`src/rtl/frustum_sphere_cull_top_macros.svh`:
```
// ----------------------------------------------------------------------------
// frustum sphere cull assertion macros
// shared concurrent assertion forms, removed with NO_ASSERTIONS
// ----------------------------------------------------------------------------
`ifndef FRUSTUM_SPHERE_CULL_TOP_MACROS_SVH
`define FRUSTUM_SPHERE_CULL_TOP_MACROS_SVH
`ifndef NO_ASSERTIONS
// same-cycle implication
`define FSC_ASSERT_IMPL(name, clk, rst, a, b) \
  name: assert property (@(posedge clk) disable iff (rst) (a) |-> (b)) \
    else $error("fsc implication check failed");
// next-cycle implication
`define FSC_ASSERT_NEXT(name, clk, rst, a, b) \
  name: assert property (@(posedge clk) disable iff (rst) (a) |=> (b)) \
    else $error("fsc next-cycle check failed");
`else
`define FSC_ASSERT_IMPL(name, clk, rst, a, b)
`define FSC_ASSERT_NEXT(name, clk, rst, a, b)
`endif
`endif

```
`src/rtl/fsc_pkg.sv`:
```
// ----------------------------------------------------------------------------
// fsc_pkg
// types and constants shared by the frustum sphere culler
// ----------------------------------------------------------------------------
`timescale 1ns / 1ps
package fsc_pkg;

  localparam logic [1:0] ACT_LOAD    = 2'd0;
  localparam logic [1:0] ACT_EXTRACT = 2'd1;
  localparam logic [1:0] ACT_TEST    = 2'd2;

  // bit p set: plane p is w + o, clear: w - o
  localparam logic [5:0] PLANE_ADD = 6'b100110;

  typedef enum logic [4:0] {
    S_IDLE,
    S_T_MUL, S_T_ADD, S_T_ADDD, S_T_CMP, S_T_OUT,
    S_C_MUL, S_C_ADD, S_C_WR,
    S_P_RDW, S_P_WR,
    S_N_MUL, S_N_ADD, S_N_SQI, S_N_SQS, S_N_CHK,
    S_N_DVI, S_N_DVS, S_N_DVW
  } fsc_state_t;

  typedef enum logic [4:0] {
    OP_NONE, OP_LOAD, OP_CAPTURE,
    OP_MUL_CLIP, OP_MUL_TEST, OP_MUL_SQ,
    OP_ACC, OP_ACC_D, OP_CMP, OP_CLIP_WR,
    OP_RD_W, OP_PLANE_WR, OP_SQ_ADD,
    OP_SQRT_INIT, OP_SQRT_STEP,
    OP_DIV_INIT, OP_DIV_STEP, OP_DIV_WR
  } fsc_op_t;

  typedef struct packed {
    fsc_op_t    op;
    logic [3:0] idx;
    logic [1:0] k;
    logic [2:0] p;
    logic [1:0] j;
  } fsc_cmd_t;

  typedef struct packed {
    logic len_zero;
  } fsc_status_t;

endpackage

```
`src/rtl/fsc_ctrl.sv`:
```
// ----------------------------------------------------------------------------
// fsc_ctrl
// sequencer for loads, plane extraction and sphere tests
// ----------------------------------------------------------------------------
`timescale 1ns / 1ps
`include "frustum_sphere_cull_top_macros.svh"
module fsc_ctrl #(
  parameter int FRAC_BITS  = 16,
  parameter int WORD_WIDTH = 32
) (
  input  logic                 clk,
  input  logic                 rst,
  input  logic                 start,
  input  logic [1:0]           action,
  input  fsc_pkg::fsc_status_t status,
  output fsc_pkg::fsc_cmd_t    cmd,
  output logic                 busy,
  output logic                 done
);
  import fsc_pkg::*;

  localparam int DW = WORD_WIDTH + FRAC_BITS;
  localparam int CW = $clog2(DW);

  fsc_state_t state, state_next;
  logic [3:0]    idx;
  logic [1:0]    k, j;
  logic [2:0]    p;
  logic [CW-1:0] cnt;

  always_ff @(posedge clk) begin
    if (rst) begin
      state <= S_IDLE;
      idx   <= '0;
      k     <= '0;
      j     <= '0;
      p     <= '0;
      cnt   <= '0;
    end else begin
      state <= state_next;
      unique case (state)
        S_IDLE: begin
          idx <= '0;
          k   <= '0;
          j   <= '0;
          p   <= '0;
          cnt <= '0;
        end
        S_T_ADD:  k <= (k == 2'd2) ? 2'd0 : k + 2'd1;
        S_T_CMP:  p <= p + 3'd1;
        S_C_ADD:  k <= k + 2'd1;
        S_C_WR:   idx <= idx + 4'd1;
        S_P_WR:   j <= j + 2'd1;
        S_N_ADD:  k <= (k == 2'd2) ? 2'd0 : k + 2'd1;
        S_N_SQI:  cnt <= '0;
        S_N_SQS:  cnt <= cnt + CW'(1);
        S_N_CHK:  if (status.len_zero) p <= p + 3'd1;
        S_N_DVI:  cnt <= '0;
        S_N_DVS:  cnt <= cnt + CW'(1);
        S_N_DVW: begin
          j <= j + 2'd1;
          if (j == 2'd3) p <= p + 3'd1;
        end
        default: ;
      endcase
    end
  end

  always_comb begin
    state_next = state;
    unique case (state)
      S_IDLE: begin
        if (start && action == ACT_EXTRACT) state_next = S_C_MUL;
        else if (start && action == ACT_TEST) state_next = S_T_MUL;
      end
      S_T_MUL:  state_next = S_T_ADD;
      S_T_ADD:  state_next = (k == 2'd2) ? S_T_ADDD : S_T_MUL;
      S_T_ADDD: state_next = S_T_CMP;
      S_T_CMP:  state_next = (p == 3'd5) ? S_T_OUT : S_T_MUL;
      S_T_OUT:  state_next = S_IDLE;
      S_C_MUL:  state_next = S_C_ADD;
      S_C_ADD:  state_next = (k == 2'd3) ? S_C_WR : S_C_MUL;
      S_C_WR:   state_next = (idx == 4'd15) ? S_P_RDW : S_C_MUL;
      S_P_RDW:  state_next = S_P_WR;
      S_P_WR:   state_next = (j == 2'd3) ? S_N_MUL : S_P_RDW;
      S_N_MUL:  state_next = S_N_ADD;
      S_N_ADD:  state_next = (k == 2'd2) ? S_N_SQI : S_N_MUL;
      S_N_SQI:  state_next = S_N_SQS;
      S_N_SQS:  state_next = (cnt == CW'(WORD_WIDTH - 1)) ? S_N_CHK : S_N_SQS;
      S_N_CHK: begin
        if (!status.len_zero) state_next = S_N_DVI;
        else state_next = (p == 3'd5) ? S_IDLE : S_P_RDW;
      end
      S_N_DVI:  state_next = S_N_DVS;
      S_N_DVS:  state_next = (cnt == CW'(DW - 1)) ? S_N_DVW : S_N_DVS;
      S_N_DVW: begin
        if (j != 2'd3) state_next = S_N_DVI;
        else state_next = (p == 3'd5) ? S_IDLE : S_P_RDW;
      end
      default:  state_next = S_IDLE;
    endcase
  end

  always_comb begin
    cmd.idx = idx;
    cmd.k   = k;
    cmd.j   = j;
    cmd.p   = p;
    busy    = (state != S_IDLE);
    done    = (state == S_T_OUT);
    unique case (state)
      S_IDLE: begin
        if (start && action == ACT_LOAD) cmd.op = OP_LOAD;
        else if (start && action == ACT_TEST) cmd.op = OP_CAPTURE;
        else cmd.op = OP_NONE;
      end
      S_T_MUL:  cmd.op = OP_MUL_TEST;
      S_T_ADD:  cmd.op = OP_ACC;
      S_T_ADDD: cmd.op = OP_ACC_D;
      S_T_CMP:  cmd.op = OP_CMP;
      S_C_MUL:  cmd.op = OP_MUL_CLIP;
      S_C_ADD:  cmd.op = OP_ACC;
      S_C_WR:   cmd.op = OP_CLIP_WR;
      S_P_RDW:  cmd.op = OP_RD_W;
      S_P_WR:   cmd.op = OP_PLANE_WR;
      S_N_MUL:  cmd.op = OP_MUL_SQ;
      S_N_ADD:  cmd.op = OP_SQ_ADD;
      S_N_SQI:  cmd.op = OP_SQRT_INIT;
      S_N_SQS:  cmd.op = OP_SQRT_STEP;
      S_N_DVI:  cmd.op = OP_DIV_INIT;
      S_N_DVS:  cmd.op = OP_DIV_STEP;
      S_N_DVW:  cmd.op = OP_DIV_WR;
      default:  cmd.op = OP_NONE;
    endcase
  end

  `FSC_ASSERT_NEXT(a_done_single, clk, rst, done, !done)
  `FSC_ASSERT_NEXT(a_test_goes_busy, clk, rst, start && !busy && action == ACT_TEST, busy)
  `FSC_ASSERT_IMPL(a_done_last_plane, clk, rst, done, $past(busy) && p == 3'd6)

endmodule

```
`config.mk`:
```
export PLATFORM = sky130hd
export DESIGN_NAME = fsc_ctrl
export DESIGN_NICKNAME = d
export VERILOG_FILES = /design/src/rtl/fsc_pkg.sv /design/src/rtl/fsc_ctrl.sv
export VERILOG_INCLUDE_DIRS = /design/src /design/src/rtl
export SDC_FILE = /design/constraint.sdc
export NUM_CORES = 1
export LEC_CHECK = 0
export BUFFER_PORTS_ARGS = -buffer_cell sky130_fd_sc_hd__buf_4
export CORE_MARGIN = 2
export CORE_UTILIZATION = 25
export CTS_CLUSTER_DIAMETER = 60
export CTS_CLUSTER_SIZE = 28
export DETAILED_ROUTE_END_ITERATION = 12
export GPL_ROUTABILITY_DRIVEN = 0
export PLACE_DENSITY = 0.51
export SLEW_MARGIN = 25
export SYNTH_ARGS = -nofsm -noshare
export SYNTH_HDL_FRONTEND = slang
export SYNTH_SLANG_ARGS = --single-unit
```
`constraint.sdc`:
```
create_clock -name clk -period 2.5 [get_ports clk]
set_input_delay 0.125 -clock clk [delete_from_list [all_inputs] [get_ports clk]]
set_output_delay 0.125 -clock clk [all_outputs]
set_load 0.05 [all_outputs]
```
==> results.rst <==
.. list-table::
   :header-rows: 1

   * - Metric
     - Value
   * - # diodes
     - 0
   * - Data required time of the worst path
     - 2380 ps
   * - Sum of overflow across all layers after global routing
     - 0
   * - Number of filler cells placed in the layout
     - 736
   * - Deepest level of the CTS H-tree
     - 1
   * - Placeable Area
     - 6790 sq um
   * - HPWL after DPL
     - 3530 microns
   * - Total clock buffers created by CTS
     - 3
   * - Library cell contributing the largest single delay on the critical path
     - sky130_fd_sc_hd__or4_1
   * - Uppermost signal routing layer after detailed routing
     - met4
   * - Setup tns final
     - 0 ps
   * - Number of global-route vias before repair
     - 1593
   * - Max_cap viols
     - 0
   * - Net count after synthesis
     - around 240
   * - RSZ-0062 raised after global routing
     - no
   * - Run status
     - completed
   * - Maximum buffer depth of the clock tree
     - 2
   * - Router iterations before antenna repair
     - 4
   * - Starting density of the core
     - approximately a quarter
   * - Initial DRC Count
     - 137
   * - Crit path setup slack, layout
     - 214 ps
   * - Detail-routed net length per standard cell
     - between 10 and 15 microns
   * - CTS-repair resized insts
     - 0
   * - Final-report setup violation count
     - 0
   * - Primary flip-flop cell chosen by synthesis mapping
     - sky130_fd_sc_hd__dfxtp_1
   * - Startpoint kind of the worst setup timing path
     - register
   * - Distinct cell type count after synthesis
     - 56
   * - Initial antenna violation count
     - 0
   * - Mean area per synthesized cell
     - 7.66 sq um
   * - Die Height
     - 87.6 microns
   * - Type of element capturing the critical path
     - output port
   * - Category of cells accounting for the largest share of critical-path delay
     - simple AND/OR/NAND/NOR gates
   * - Final max-slew violation count
     - 0
   * - I/O pin count
     - 24
   * - Maximum number of pins on one net before global-route repair
     - 20
   * - Crit share post-route
     - roughly 91%
   * - Wire length on met1
     - about 2300 microns
   * - Proportion of synthesized chip area in sequential cells
     - 25.2%
   * - Post-synthesis instance area
     - ~1700 sq um
   * - Clock latency reported for the late side of the worst-skew pair
     - 280 ps
   * - Highest Clock Rate
     - ~440 MHz
   * - DRT antenna net count
     - 0
   * - Global-route usage over all layers
     - 12.8%
   * - CTS sink count
     - 22
   * - Max Clock Skew
     - 6.74 ps
   * - Arrival time at the worst endpoint
     - 2160 ps
   * - Maximum fanout encountered on the critical timing path
     - 15
   * - Post-DR vias/cell
     - 5.11
   * - Critical-path cell list
     - or4_1 -> nor2_1 -> nand3b_1 -> o221ai_1 -> buf_4
   * - Synthesized instance count
     - 228
   * - Power Density
     - about 510 nW/um^2
   * - Full die area
     - roughly 7700 sq um
   * - Asr flop ratio synth
     - 0%
   * - Global-route wire length before repair
     - 7860 microns
   * - Die width
     - 87.6 microns
   * - Largest stage delay, worst path
     - 660 ps
   * - Area added between synthesis and finish
     - 19.8%
   * - Number of enable flip-flop cells after synthesis
     - 0
   * - Clock edge transition at the registers on the reported setup and hold paths
     - 100 ps
   * - Hold WC Path Type
     - input port to register
   * - Least-Margin Pin Slew
     - 534 ps
   * - Post-Route WL
     - 4810 microns
   * - Classification of the worst setup path
     - register to output port
   * - Number of setup buffers added after CTS
     - 0
   * - Clk root buf
     - sky130_fd_sc_hd__clkbuf_8
   * - Yosys warning total
     - 0
   * - Vias post-DR
     - 1742
   * - Slew Limit Headroom
     - between 60% and 70%
   * - VDD IR max
     - 0.000176 V
   * - Number of cell rows
     - 30
   * - CTS tree
     - done
   * - Hold buffers post-CTS
     - 0
   * - Worst path buffer plus inverter count
     - 1
   * - Total DRC errors in the routed layout
     - 0
   * - Hold violation count in the final report
     - 0
   * - Share of layout cells above drive strength 1
     - 18.8%
   * - Routed wl met2
     - 2240 microns
   * - Worst setup timing slack at the placement stage
     - 450 ps
   * - Met3 wire len
     - around 150 microns
   * - NumNets Final
     - 261
   * - Leakage power figure
     - roughly 0.00072 uW
   * - Port buffer count
     - 23
   * - #FFs+latches synth
     - 22
   * - Final min period
     - 2290 ps
[final timing paths]
check,start,end,slack [ps],cells past startpoint
setup / recovery,state[1],cmd[12],210,5
hold / removal,rst,idx[3],160,2
setup reg to reg,state[2],cnt[5],450,4
hold reg to reg,j[0],j[0],510,2
[final cells by class]
| cell class | instances | area (sq um) | share of cell area [%] |
|---|---|---|---|
| Sequential cell | 22 | 440 | 21.0 |
| Timing Repair Buffer | 32 | 240 | 11.5 |
| Clock buffer | 3 | 41.3 | 1.97 |
| Clock inverter | 1 | 30.0 | 1.43 |
| Multi-Input combinational cell | 175 | 1180 | 56.2 |
| Tap cell | 96 | 120 | 5.74 |
| Inverter | 12 | 45.0 | 2.15 |
[cell families (layout without fill, tap and decap cells)]
kind of cell,count (synthesis),after routing,share of synthesized area (%)
AND/OR/NAND/NOR,97,97,32.3
AO/OA/AOI/OAI,59,59,22.9
XOR/XNOR,3,3,1.50
flip-flops,22,22,25.2
buffers and inverters,31,48,7.45
adder cells (fa/ha/maj),10,10,7.02
multiplexers,6,6,3.58
[worst register-to-register path, delay by kind of cell, from the launching register on]
family | cells | cell delay [ps]
DFF | 1 | 490
muxes | 1 | 340
AOI/OAI and AO/OA | 1 | 280
and+or+nand+nor | 2 | 850
[cells in the mapped netlist, types with 4 or more instances]
master	instances	share of area (%)
sky130_fd_sc_hd__inv_1	11	2.4
sky130_fd_sc_hd__mux2i_1	4	2.3
sky130_fd_sc_hd__nand3_1	10	2.9
sky130_fd_sc_hd__clkbuf_1	11	2.4
sky130_fd_sc_hd__ha_1	9	6.4
sky130_fd_sc_hd__nand4_1	6	2.1
sky130_fd_sc_hd__nor4_1	5	1.8
sky130_fd_sc_hd__nand2_1	19	4.1
sky130_fd_sc_hd__buf_2	5	1.4
sky130_fd_sc_hd__a211oi_1	4	1.7
sky130_fd_sc_hd__nand2b_1	8	2.9
sky130_fd_sc_hd__o21ai_0	7	2.0
sky130_fd_sc_hd__nor3_1	10	2.9
sky130_fd_sc_hd__nor2_1	11	2.4
sky130_fd_sc_hd__a21oi_1	21	6.0
sky130_fd_sc_hd__or3_1	4	1.4
sky130_fd_sc_hd__dfxtp_1	22	25
[sequential cells by signal (all words and copies together), names as in the netlist]
signal,cells
j,2
k,2
state,5
cnt,6
idx,4
p,3
[metrics by stage]
| stage | utilization [%] | power [uW] | hold WS (ps) | std cells | instance area (sq um) |
|---|---|---|---|---|---|
| after CTS | 30.8 | 1070 | 161 | 341 | 2090 |
| after floorplan | - | 618 | 422 | 228 | 1750 |
| after global placement | 29.8 | 715 | 448 | 337 | 2020 |
| final | 30.8 | 1060 | 156 | 341 | 2090 |
| after detailed placement | 29.8 | 714 | 455 | 337 | 2020 |
| after global routing | 30.8 | 1110 | 175 | 341 | 2090 |
[cells in the final DEF, fill, tap and decap left out, types with 4 or more instances in the layout]
cell / count
sky130_fd_sc_hd__mux2i_1: 4
sky130_fd_sc_hd__nand2_1: 19
sky130_fd_sc_hd__o21ai_0: 7
sky130_fd_sc_hd__nand3_1: 10
sky130_fd_sc_hd__nor4_1: 5
sky130_fd_sc_hd__buf_4: 32
sky130_fd_sc_hd__or3_1: 4
sky130_fd_sc_hd__a211oi_1: 4
sky130_fd_sc_hd__nor2_1: 11
sky130_fd_sc_hd__inv_1: 11
sky130_fd_sc_hd__dfxtp_1: 22
sky130_fd_sc_hd__nor3_1: 10
sky130_fd_sc_hd__nand4_1: 6
sky130_fd_sc_hd__ha_1: 9
sky130_fd_sc_hd__a21oi_1: 21
sky130_fd_sc_hd__nand2b_1: 8
[routing by layer]
layer | GRT usage, % | up-vias
met4 | 5.17 | 0
met2 | 20.2 | 32
met1 | 17.8 | 821
li1 | - | 882
met5 | 0 | -
met3 | 1.41 | 7
[report_power, final]
group,switching (uW),internal (uW),leakage (uW)
sequential,18.9,360,0.000178
combinational,217,113,0.000509
clock,140,215,0.0000357
total,375,687,0.000722
Power figures use the tool's default switching activity.
